==> config.mk <==
export PLATFORM = sky130hd
export DESIGN_NAME = relay_schedule_countdown_timer
export DESIGN_NICKNAME = d
export VERILOG_FILES = /design/src/design/rsct_pkg.sv /design/src/design/rsct_channel.sv /design/src/design/relay_schedule_countdown_timer.sv
export VERILOG_INCLUDE_DIRS = /design/src /design/src/design
export SDC_FILE = /design/constraint.sdc
export NUM_CORES = 1
export LEC_CHECK = 0
export ABC_AREA = 1
export ABC_CLOCK_PERIOD_IN_PS = 10400
export BUFFER_PORTS_ARGS = -buffer_cell sky130_fd_sc_hd__buf_2
export CORE_MARGIN = 3
export CORE_UTILIZATION = 40
export DETAILED_ROUTE_END_ITERATION = 12
export HOLD_SLACK_MARGIN = 0.06
export PLACE_DENSITY_LB_ADDON = 0.05
export SLEW_MARGIN = 5
export SYNTH_ARGS = -nofsm -noshare
export SYNTH_HDL_FRONTEND = slang
export SYNTH_SLANG_ARGS = --single-unit
==> constraint.sdc <==
create_clock -name clk_i -period 10.4 [get_ports clk_i]
set_input_delay 0.52 -clock clk_i [delete_from_list [all_inputs] [get_ports clk_i]]
set_output_delay 0.52 -clock clk_i [all_outputs]
set_load 0.01 [all_outputs]
==> src/design/relay_schedule_countdown_timer_macros.svh <==
// assertion macros for the relay schedule countdown timer
`ifndef RELAY_SCHEDULE_COUNTDOWN_TIMER_MACROS_SVH
`define RELAY_SCHEDULE_COUNTDOWN_TIMER_MACROS_SVH

// same-cycle implication, disabled during reset
`define RSCT_ASSERT_NOW(lbl, clk, rst_n, pre, post, msg) \
  lbl: assert property (@(posedge clk) disable iff (!rst_n) (pre) |-> (post)) else $error(msg);

// next-cycle implication, disabled during reset
`define RSCT_ASSERT_NEXT(lbl, clk, rst_n, pre, post, msg) \
  lbl: assert property (@(posedge clk) disable iff (!rst_n) (pre) |=> (post)) else $error(msg);

`endif

==> src/design/rsct_pkg.sv <==
// types, codes and constants of the relay schedule countdown timer
package rsct_pkg;

  localparam int unsigned MAX_CHANNELS = 8;
  localparam int unsigned TIME_W       = 17;
  localparam int unsigned DUR_W        = 16;
  localparam int unsigned TPS_W        = 16;
  localparam int unsigned REM_W        = 32;
  localparam logic [TPS_W-1:0] TPS_RESET = 16'd1000;

  typedef enum logic [1:0] {
    OP_TICK      = 2'd0,
    OP_MANUAL    = 2'd1,
    OP_SCHEDULE  = 2'd2,
    OP_COUNTDOWN = 2'd3
  } op_e;

  typedef enum logic [1:0] {
    MODE_MANUAL    = 2'd0,
    MODE_SCHEDULE  = 2'd1,
    MODE_COUNTDOWN = 2'd2
  } mode_e;

  typedef struct packed {
    op_e               op;
    logic [2:0]        channel;
    logic              switch_on;
    logic              schedule_active;
    logic              start_given;
    logic [TIME_W-1:0] start_time;
    logic              stop_given;
    logic [TIME_W-1:0] stop_time;
    logic [DUR_W-1:0]  duration_seconds;
    logic [TIME_W-1:0] time_of_day;
  } cmd_t;

  typedef struct packed {
    logic  relay;
    mode_e mode;
    logic  reported;
  } chan_stat_t;

  // daily window, wraps past midnight when start exceeds stop, equal means off
  function automatic logic window_on(logic [TIME_W-1:0] s, logic [TIME_W-1:0] e,
                                     logic [TIME_W-1:0] now);
    logic on;
    on = 1'b0;
    if (s < e) begin
      on = (now >= s) && (now < e);
    end else if (s > e) begin
      on = (now >= s) || (now < e);
    end
    return on;
  endfunction

endpackage

==> src/design/rsct_channel.sv <==
// per-channel relay state, schedule window and countdown logic
module rsct_channel (
  input  logic                     clk_i,
  input  logic                     rst_ni,
  input  logic                     en_i,
  input  logic                     sel_i,
  input  rsct_pkg::cmd_t           cmd_i,
  input  logic [rsct_pkg::TPS_W-1:0] tps_i,
  output rsct_pkg::chan_stat_t     stat_o
);
  import rsct_pkg::*;

  logic              relay_q, relay_d;
  mode_e             mode_q, mode_d;
  logic              start_valid_q, start_valid_d;
  logic              stop_valid_q, stop_valid_d;
  logic [TIME_W-1:0] start_q, start_d;
  logic [TIME_W-1:0] stop_q, stop_d;
  logic [REM_W-1:0]  rem_q, rem_d;
  logic              target_q, target_d;
  logic              rep_q, rep_d;
  logic [REM_W-1:0]  load_val;
  logic              sched_set;
  logic [TIME_W-1:0] win_start;
  logic [TIME_W-1:0] win_stop;
  logic              want;

  assign load_val  = REM_W'(cmd_i.duration_seconds) * REM_W'(tps_i);
  assign sched_set = sel_i && (cmd_i.op == OP_SCHEDULE);
  assign win_start = (sched_set && cmd_i.start_given) ? cmd_i.start_time : start_q;
  assign win_stop  = (sched_set && cmd_i.stop_given) ? cmd_i.stop_time : stop_q;
  assign want      = window_on(win_start, win_stop, cmd_i.time_of_day);

  always_comb begin
    relay_d       = relay_q;
    mode_d        = mode_q;
    start_valid_d = start_valid_q;
    stop_valid_d  = stop_valid_q;
    start_d       = start_q;
    stop_d        = stop_q;
    rem_d         = rem_q;
    target_d      = target_q;
    rep_d         = 1'b0;
    unique case (cmd_i.op)
      OP_TICK: begin
        unique case (mode_q)
          MODE_SCHEDULE: begin
            if (start_valid_q && stop_valid_q && (want != relay_q)) begin
              relay_d = want;
              rep_d   = 1'b1;
            end
          end
          MODE_COUNTDOWN: begin
            if (rem_q != '0) begin
              rem_d = rem_q - REM_W'(1);
            end
            if (rem_q <= REM_W'(1)) begin
              relay_d = target_q;
              mode_d  = MODE_MANUAL;
              rep_d   = 1'b1;
            end
          end
          default: begin
          end
        endcase
      end
      OP_MANUAL: begin
        if (sel_i) begin
          mode_d  = MODE_MANUAL;
          relay_d = cmd_i.switch_on;
          rep_d   = 1'b1;
        end
      end
      OP_SCHEDULE: begin
        if (sel_i) begin
          if (cmd_i.start_given) begin
            start_d       = cmd_i.start_time;
            start_valid_d = 1'b1;
          end
          if (cmd_i.stop_given) begin
            stop_d       = cmd_i.stop_time;
            stop_valid_d = 1'b1;
          end
          if (cmd_i.schedule_active) begin
            mode_d = MODE_SCHEDULE;
            if (start_valid_d && stop_valid_d) begin
              relay_d = want;
            end
          end else begin
            mode_d  = MODE_MANUAL;
            relay_d = 1'b0;
          end
          rep_d = 1'b1;
        end
      end
      OP_COUNTDOWN: begin
        if (sel_i && (cmd_i.duration_seconds != '0)) begin
          mode_d   = MODE_COUNTDOWN;
          target_d = cmd_i.switch_on;
          rem_d    = load_val;
          relay_d  = ~cmd_i.switch_on;
          rep_d    = 1'b1;
        end
      end
      default: begin
      end
    endcase
  end

  always_ff @(posedge clk_i or negedge rst_ni) begin
    if (!rst_ni) begin
      relay_q       <= 1'b0;
      mode_q        <= MODE_MANUAL;
      start_valid_q <= 1'b0;
      stop_valid_q  <= 1'b0;
      start_q       <= '0;
      stop_q        <= '0;
      rem_q         <= '0;
      target_q      <= 1'b0;
      rep_q         <= 1'b0;
    end else if (en_i) begin
      relay_q       <= relay_d;
      mode_q        <= mode_d;
      start_valid_q <= start_valid_d;
      stop_valid_q  <= stop_valid_d;
      start_q       <= start_d;
      stop_q        <= stop_d;
      rem_q         <= rem_d;
      target_q      <= target_d;
      rep_q         <= rep_d;
    end
  end

  assign stat_o.relay    = relay_q;
  assign stat_o.mode     = mode_q;
  assign stat_o.reported = rep_q;

endmodule

==> src/design/relay_schedule_countdown_timer.sv <==
// top level of the relay schedule countdown timer
//
//  port group     dir  width  content
//  s_axis_*       in   80+2   one command or tick per transaction
//  m_axis_*       out  32     relay states, modes and reported mask
//  cfg_*          in   16     ticks per second
//
// one transaction per cycle sustained while m_axis_tready is high; a result is valid
// after passing one input register and one state/result register per channel
// stalls on m_axis hold the state and back up through the input register
// reset clears all channel state and sets ticks per second to 1000
module relay_schedule_countdown_timer #(
  parameter int unsigned CHANNELS = 2
) (
  input  logic        clk_i,
  input  logic        rst_ni,
  input  logic        s_axis_tvalid,
  output logic        s_axis_tready,
  // channel, switch_on, schedule_active, start_given, start_time, stop_given,
  // stop_time, duration_seconds, time_of_day, zero pad
  input  logic [79:0] s_axis_tdata,
  // operation
  input  logic [1:0]  s_axis_tuser,
  output logic        m_axis_tvalid,
  input  logic        m_axis_tready,
  // relay_states, channel_modes, reported_mask
  output logic [31:0] m_axis_tdata,
  input  logic        cfg_we_i,
  input  logic [15:0] cfg_wdata_i
);
  import rsct_pkg::*;

  logic             in_valid_q;
  cmd_t             in_q;
  cmd_t             in_d;
  logic             out_valid_q;
  logic             adv;
  logic             fire;
  logic [TPS_W-1:0] tps_q;
  chan_stat_t       stat [CHANNELS];
  logic [MAX_CHANNELS-1:0]   relay_w;
  logic [2*MAX_CHANNELS-1:0] mode_w;
  logic [MAX_CHANNELS-1:0]   rep_w;

  assign adv           = !out_valid_q || m_axis_tready;
  assign fire          = in_valid_q && adv;
  assign s_axis_tready = !in_valid_q || adv;
  assign m_axis_tvalid = out_valid_q;

  always_comb begin
    in_d.op               = op_e'(s_axis_tuser);
    in_d.channel          = s_axis_tdata[2:0];
    in_d.switch_on        = s_axis_tdata[3];
    in_d.schedule_active  = s_axis_tdata[4];
    in_d.start_given      = s_axis_tdata[5];
    in_d.start_time       = s_axis_tdata[22:6];
    in_d.stop_given       = s_axis_tdata[23];
    in_d.stop_time        = s_axis_tdata[40:24];
    in_d.duration_seconds = s_axis_tdata[56:41];
    in_d.time_of_day      = s_axis_tdata[73:57];
  end

  always_ff @(posedge clk_i or negedge rst_ni) begin
    if (!rst_ni) begin
      in_valid_q  <= 1'b0;
      out_valid_q <= 1'b0;
      tps_q       <= TPS_RESET;
    end else begin
      if (s_axis_tready) begin
        in_valid_q <= s_axis_tvalid;
      end
      if (fire) begin
        out_valid_q <= 1'b1;
      end else if (m_axis_tready) begin
        out_valid_q <= 1'b0;
      end
      if (cfg_we_i) begin
        tps_q <= cfg_wdata_i;
      end
    end
  end

  always_ff @(posedge clk_i) begin
    if (s_axis_tready && s_axis_tvalid) begin
      in_q <= in_d;
    end
  end

  for (genvar c = 0; c < CHANNELS; c++) begin : g_chan
    rsct_channel u_chan (
      .clk_i  (clk_i),
      .rst_ni (rst_ni),
      .en_i   (fire),
      .sel_i  (in_q.channel == 3'(c)),
      .cmd_i  (in_q),
      .tps_i  (tps_q),
      .stat_o (stat[c])
    );
  end

  always_comb begin
    relay_w = '0;
    mode_w  = '0;
    rep_w   = '0;
    for (int c = 0; c < CHANNELS; c++) begin
      relay_w[c]        = stat[c].relay;
      mode_w[2*c +: 2]  = stat[c].mode;
      rep_w[c]          = stat[c].reported;
    end
  end

  assign m_axis_tdata = {rep_w, mode_w, relay_w};

`include "relay_schedule_countdown_timer_macros.svh"

  `RSCT_ASSERT_NEXT(a_state_hold, clk_i, rst_ni, !fire, $stable(relay_w) && $stable(mode_w) && $stable(rep_w), "channel state moved without a transaction")
  `RSCT_ASSERT_NEXT(a_result_valid, clk_i, rst_ni, fire, m_axis_tvalid, "processed transaction gave no result")
  `RSCT_ASSERT_NEXT(a_manual_report, clk_i, rst_ni, fire && (in_q.op == OP_MANUAL) && (32'(in_q.channel) < CHANNELS), $onehot(rep_w), "manual set did not report exactly one channel")

endmodule
======== Yosys cells after proc, flatten, opt, wreduce, memory -nomap -nowiden ========
Index checks and enable logic that the tools add are counted.
word-level totals
  register bits ........................... 240
  input bits .............................. 103
  output and inout bits ................... 34
operators by class
  add/sub/neg operators ................... 2
  $mul .................................... 1
  $lt $le $gt $ge ......................... 10
  equality and inequality tests ........... 30
  muxes and demuxes ....................... 73
  bitwise gates (word level) .............. 1
  reduce and logical (&&, ||, !) cells .... 46
operators by type and width
  kind                                                                     count
  32-bit 2-to-1 mux                                                        6
  32-bit one-hot mux with 2 select lines                                   2
  17-bit < comparator                                                      4
  17-bit 2-to-1 mux                                                        4
  32-bit by 1-bit <= comparator with 1-bit output (second input constant)  2
  32-bit nonzero test                                                      2
  32-bit by 1-bit subtractor with 32-bit output (second input constant)    2
  1-bit 2-to-1 mux                                                         41
  17-bit greater-or-equal comparator                                       2
  17-bit > comparator                                                      2
  16-bit by 16-bit multiplier with 32-bit output                           1
  2-bit by 1-bit != test with 1-bit output (second input constant)         11
  2-bit 2-to-1 mux                                                         10
  1-bit logical AND                                                        18
  2-bit one-hot mux with 4 select lines                                    2
  4-bit AND reduction                                                      4
  8-bit AND reduction                                                      2
  16-bit nonzero test                                                      1
  3-bit by 2-bit != test with 1-bit output (second input constant)         5
  3-bit AND reduction                                                      4
  6-bit AND reduction                                                      2
  5-bit AND reduction                                                      2
  2-bit == test (second input constant)                                    4
  1-bit one-hot mux with 2 select lines                                    4
  other kinds (15)                                                         26

======== Logic depth before layout (Yosys ltp) ========
  word-level depth ........................ 13
  mapped depth ............................ 28

======== Modules after synthesis ========
A second synthesis with hierarchy kept.
second synthesis, totals
  cells, all modules ...................... 4270
  area total of the unflattened synthesis .. 32537.5 um^2
by module, submodules not included
  module                            instances  cells an instance  area each (um^2)  sequential area each (um^2)
  rsct_channel at g_chan[1].u_chan  1          2047               14676.6           1826.8
  rsct_channel at g_chan[0].u_chan  1          2041               14635.3           1826.8
  relay_schedule_countdown_timer    1          182                3225.6            2740.1

======== Worst setup path before layout ========
Ideal clock, no wire load.
  kind .................................... reg-to-reg
  start ................................... register tps_q[7]
  end ..................................... register g_chan[0].u_chan.rem_q[22]
  library setup time ...................... 121 ps
  arrival time ............................ 5613 ps
  slack ................................... 4667 ps
  stages on the path, launching flop included .. 27
  path buffers ............................ 2
  period minus slack after synthesis ...... 5733 ps
  cell sequence ........................... dfstp_2 clkbuf_1 clkbuf_1 nand2_1 fa_1 inv_1 fa_1 inv_1 fa_1 inv_1 fa_1 fa_1 inv_1 fa_1 inv_1 ha_1 nand2_1 nor2_1 inv_1 nor3_1 a21oi_1 o21ai_1 a21oi_1 o21ai_1 o21ai_1 nand2_1 o21ai_1
between the ends
  longest elaborated chain between the ends .. 3
ends and longest elaborated chain
  element                                         line                                  RTL
  start: declaration                              relay_schedule_countdown_timer.sv:39  logic [TPS_W-1:0] tps_q;
  start signal: assignment                        relay_schedule_countdown_timer.sv:78  tps_q <= cfg_wdata_i;
  16-bit by 16-bit multiplier with 32-bit output  rsct_channel.sv:28                    assign load_val = REM_W'(cmd_i.duration_seconds) * REM_W'(tps_i);
  32-bit 2-to-1 mux                               rsct_channel.sv:97                    if (sel_i && (cmd_i.duration_seconds != '0)) begin
  32-bit one-hot mux with 2 select lines          rsct_channel.sv:44                    unique case (cmd_i.op)
  end signal: assignment                          rsct_channel.sv:128                   rem_q <= rem_d;
  end: declaration                                rsct_channel.sv:19                    logic [REM_W-1:0] rem_q, rem_d;
Every way passes these cells. The select of a mux whose other input is x is not followed.
A chain may end at the register's enable or synchronous reset.

======== Final worst setup path ========
  start ................................... register in_q[24] (netlist bit)
  end ..................................... register g_chan[0].u_chan.rem_q[22]
between the ends
  longest elaborated chain between the ends .. 4
  elaborated cells on any way between the ends .. 7
  classes of those cells .................. 1 x mul; 1 x eq/ne; 2 x mux; 3 x reduce/logical
ends and longest elaborated chain
  element                                                                                 line                                  RTL
  start: declaration                                                                      relay_schedule_countdown_timer.sv:34  cmd_t in_q;
  start signal: assignment                                                                relay_schedule_countdown_timer.sv:85  in_q <= in_d;
  branches (longest 4 deep; another with 16-bit by 16-bit multiplier with 32-bit output)  -
Several ways; the timed one is not identified. The select of a mux whose other input is x is not followed.

==> out/qor.txt <==
status = completed
Avg Cell Area, Syn = 7.81 um^2
vias in the first global route = 19600
Die ar. = 61500 um^2
Tmin final = 6.50 ns
maximum root-to-sink buffer count = 3
CTS tree = built
final setup fails = 0
Max-cap violations = 0
Clock Sinks = 240
post-DP HPWL = 48100 um
GR Util All Layers = 0.210
DRC = 0
DRT antenna net count = 0
die width = 248 um
Crit Path Category = flop to flop
CORE AREA = 57800 um^2
RSZ-0062 raised after global routing = false
# rows = 88
YS warnings = 0
H-tree depth = 1
CTS clk-pin slew, worst paths = 0.06 ns
nets@finish = 3604
Final Skew = 0.0309 ns
Crit Path Max Fanout = 17
Slew Limit Fails = 0
Root Buffer = clkbuf_16
PortBufs = 106
pin count of the biggest net entering global routing = 69
Arr. time, crit path = 6.96 ns
Post-CTS Repair Setup Buffers = 0
Synth Instances = 2999
async set-reset flop share out of synthesis = 0.683
Rel. slew slack = 0.273
Boundary Pins = 137
antenna violations before repair = 0
ant diodes = 0
Yosys top cell area share = 0.169
FF+latch count, synth = 240
worst slew pin tran = 1.09 ns
EDFF count, synth = 76
Critical Path Start Type = flop
Post-Syn Area = 23400 um^2
Vias/cell = 4.92
Hold Vio Cnt, Final = 0
crit end category = flop
ys flop type = dfrtp_1
first-pass GRT wire length = 103000 um
height of the chip = 248 um
gp weighted congestion = 0.838
leading area contributor after synthesis = dfrtp_1
drt wl/cell = 16.1 um
Synth top cells by count = nand2_1 (737), inv_1 (603), ha_1 (217)
register area share after synthesis = 0.273
total CTS buffers = 30
final period utilization = 0.625
share of cells above drive strength 1 = 0.0774
post-CTS resize count = 0
Worst EP required = 10.85 ns
Clock Latency Late Sink = 0.62 ns
setup TNS = 0 ns
starting density of the core = 0.405
final WL = 62600 um
drt pass-1 iters = 6
synth unique cells = 62
# fillers = 5816
Hold Buf Count CTS = 59
area grow syn2layout = 11.4%
GRT overflow = 0
vias after detailed routing = 19100
Synth area leaders = dfrtp_1 (17%), fa_1 (17%), nand2_1 (12%)
first-iteration detailed-routing DRC count = 952
Hold Path Class = input pin to flop
FMAX = 154 MHz
most frequent cell after synthesis = nand2_1
==> per-stage QoR <==
stage | worst slack [ns] | utilization | hold WS, ns | cells | instance area, um^2
4_1_cts | 3.88 | 0.451 | 0.0620 | 3879 | 26100
3_3_place_gp | 3.93 | 0.422 | 0.461 | 3764 | 24400
6_report | 3.90 | 0.451 | 0.101 | 3879 | 26100
5_1_grt | 3.47 | 0.451 | 0.0697 | 3879 | 26100
3_5_place_dp | 3.92 | 0.422 | 0.468 | 3764 | 24400
2_1_floorplan | 4.67 | - | 0.224 | 3022 | 23500
==> sequential cells by signal, indices dropped and copies added (netlist names) <==
signal                       flops
g_chan.u_chan.relay_q            2
g_chan.u_chan.target_q           2
g_chan.u_chan.start_valid_q      2
m_axis_tvalid                    1
g_chan.u_chan.rep_q              2
in_q                            76
tps_q                           16
in_valid_q                       1
g_chan.u_chan.rem_q             64
g_chan.u_chan.stop_valid_q       2
g_chan.u_chan.stop_q            34
g_chan.u_chan.start_q           34
g_chan.u_chan.mode_q             4
==> placed cells by master (no fill, tap or decap), types with 4 or more instances in the layout <==
| cell type | netlist | routed |
|---|---|---|
| nand2_2 | 6 | 6 |
| xor2_1 | 20 | 20 |
| or2_2 | 8 | 8 |
| o21bai_1 | 10 | 10 |
| mux2_2 | 16 | 16 |
| buf_4 | 30 | 15 |
| dfstp_2 | 6 | 6 |
| fa_1 | 194 | 194 |
| nand3_1 | 63 | 63 |
| a31oi_1 | 36 | 36 |
| dlygate4sd3_1 | 0 | 59 |
| bufinv_16 | 0 | 5 |
| clkinv_2 | 0 | 7 |
| nor4_1 | 5 | 5 |
| ha_1 | 217 | 217 |
| edfxtp_1 | 76 | 76 |
| o211ai_1 | 5 | 5 |
| inv_1 | 603 | 601 |
| a21o_1 | 10 | 10 |
| o21a_1 | 7 | 7 |
| nor3_1 | 18 | 18 |
| buf_2 | 28 | 105 |
| conb_1 | 1 | 24 |
| clkinv_1 | 1 | 4 |
| nand2_1 | 737 | 737 |
| nor2_1 | 200 | 198 |
| xnor2_1 | 8 | 8 |
| clkbuf_16 | 0 | 30 |
| nor2_2 | 7 | 9 |
| o21ai_0 | 213 | 213 |
| a21oi_1 | 125 | 125 |
| a22oi_1 | 16 | 16 |
| inv_2 | 6 | 7 |
| dfrtp_1 | 158 | 158 |
| o21ai_1 | 16 | 16 |
| nand4_1 | 26 | 26 |
==> layout make-up <==
type	count	area, um^2	share of cell area
Clock buffer	36	803	0.0308
Clock inverter	20	259	0.00993
Inverter	610	2290	0.0879
Multi-Input combinational cell	2028	14100	0.542
Sequential cell	240	6390	0.245
Tap cell	765	957	0.0367
Timing Repair Buffer	180	1240	0.0476
==> cell families after synthesis <==
kind of cell | after synthesis | synth area share
compound gates | 457 | 0.107
xor+xnor | 28 | 0.0105
fa+ha+maj | 411 | 0.282
buf+inv | 754 | 0.128
flops | 240 | 0.273
mux | 16 | 0.00770
other cells | 1 | 0.000160
simple gates | 1092 | 0.192
==> path summary, 6_finish.rpt <==
| check | from | endpoint | slack (ns) | cells past startpoint |
|---|---|---|---|---|
| worst max register to register | in_q[24] | g_chan[0].u_chan.rem_q[22] | 3.90 | 24 |
| min in group asynchronous | rst_ni | g_chan[0].u_chan.rem_q[11] | 0.46 | 2 |
| worst max-delay path | in_q[24] | g_chan[0].u_chan.rem_q[22] | 3.90 | 24 |
| max in group asynchronous | rst_ni | g_chan[0].u_chan.start_q[12] | 8.59 | 3 |
| worst min-delay path | s_axis_tdata[53] | in_q[29] | 0.10 | 1 |
| worst min register to register | g_chan[1].u_chan.start_q[4] | g_chan[1].u_chan.start_q[4] | 0.48 | 2 |
==> worst max-delay path: stages (launching register included) <==
cell      delay [ns]
edfxtp_1        0.91
nand2_1         0.18
fa_1            0.57
inv_1           0.06
fa_1            0.49
inv_1           0.05
fa_1            0.54
inv_1           0.06
fa_1            0.48
fa_1            0.49
inv_1           0.06
fa_1            0.56
inv_1           0.07
ha_1            0.36
nand2_1         0.10
nor2_1          0.17
inv_1           0.07
nor3_1          0.23
a21oi_1         0.16
o21ai_1         0.19
a21oi_1         0.08
o21ai_1         0.21
o21ai_1         0.11
nand2_1         0.07
o21ai_1         0.07
==> routing by layer <==
metal,track usage,vias to the layer above,share of wire
li1,-,9473,-
met1,0.265,9155,0.44
met2,0.379,366,0.49
met3,0.0231,94,0.037
met4,0.0601,0,0.031
met5,0,-,0
Power is not shown: default switching activity piles up to over one toggle a cycle in this logic, so the estimate is an artifact.
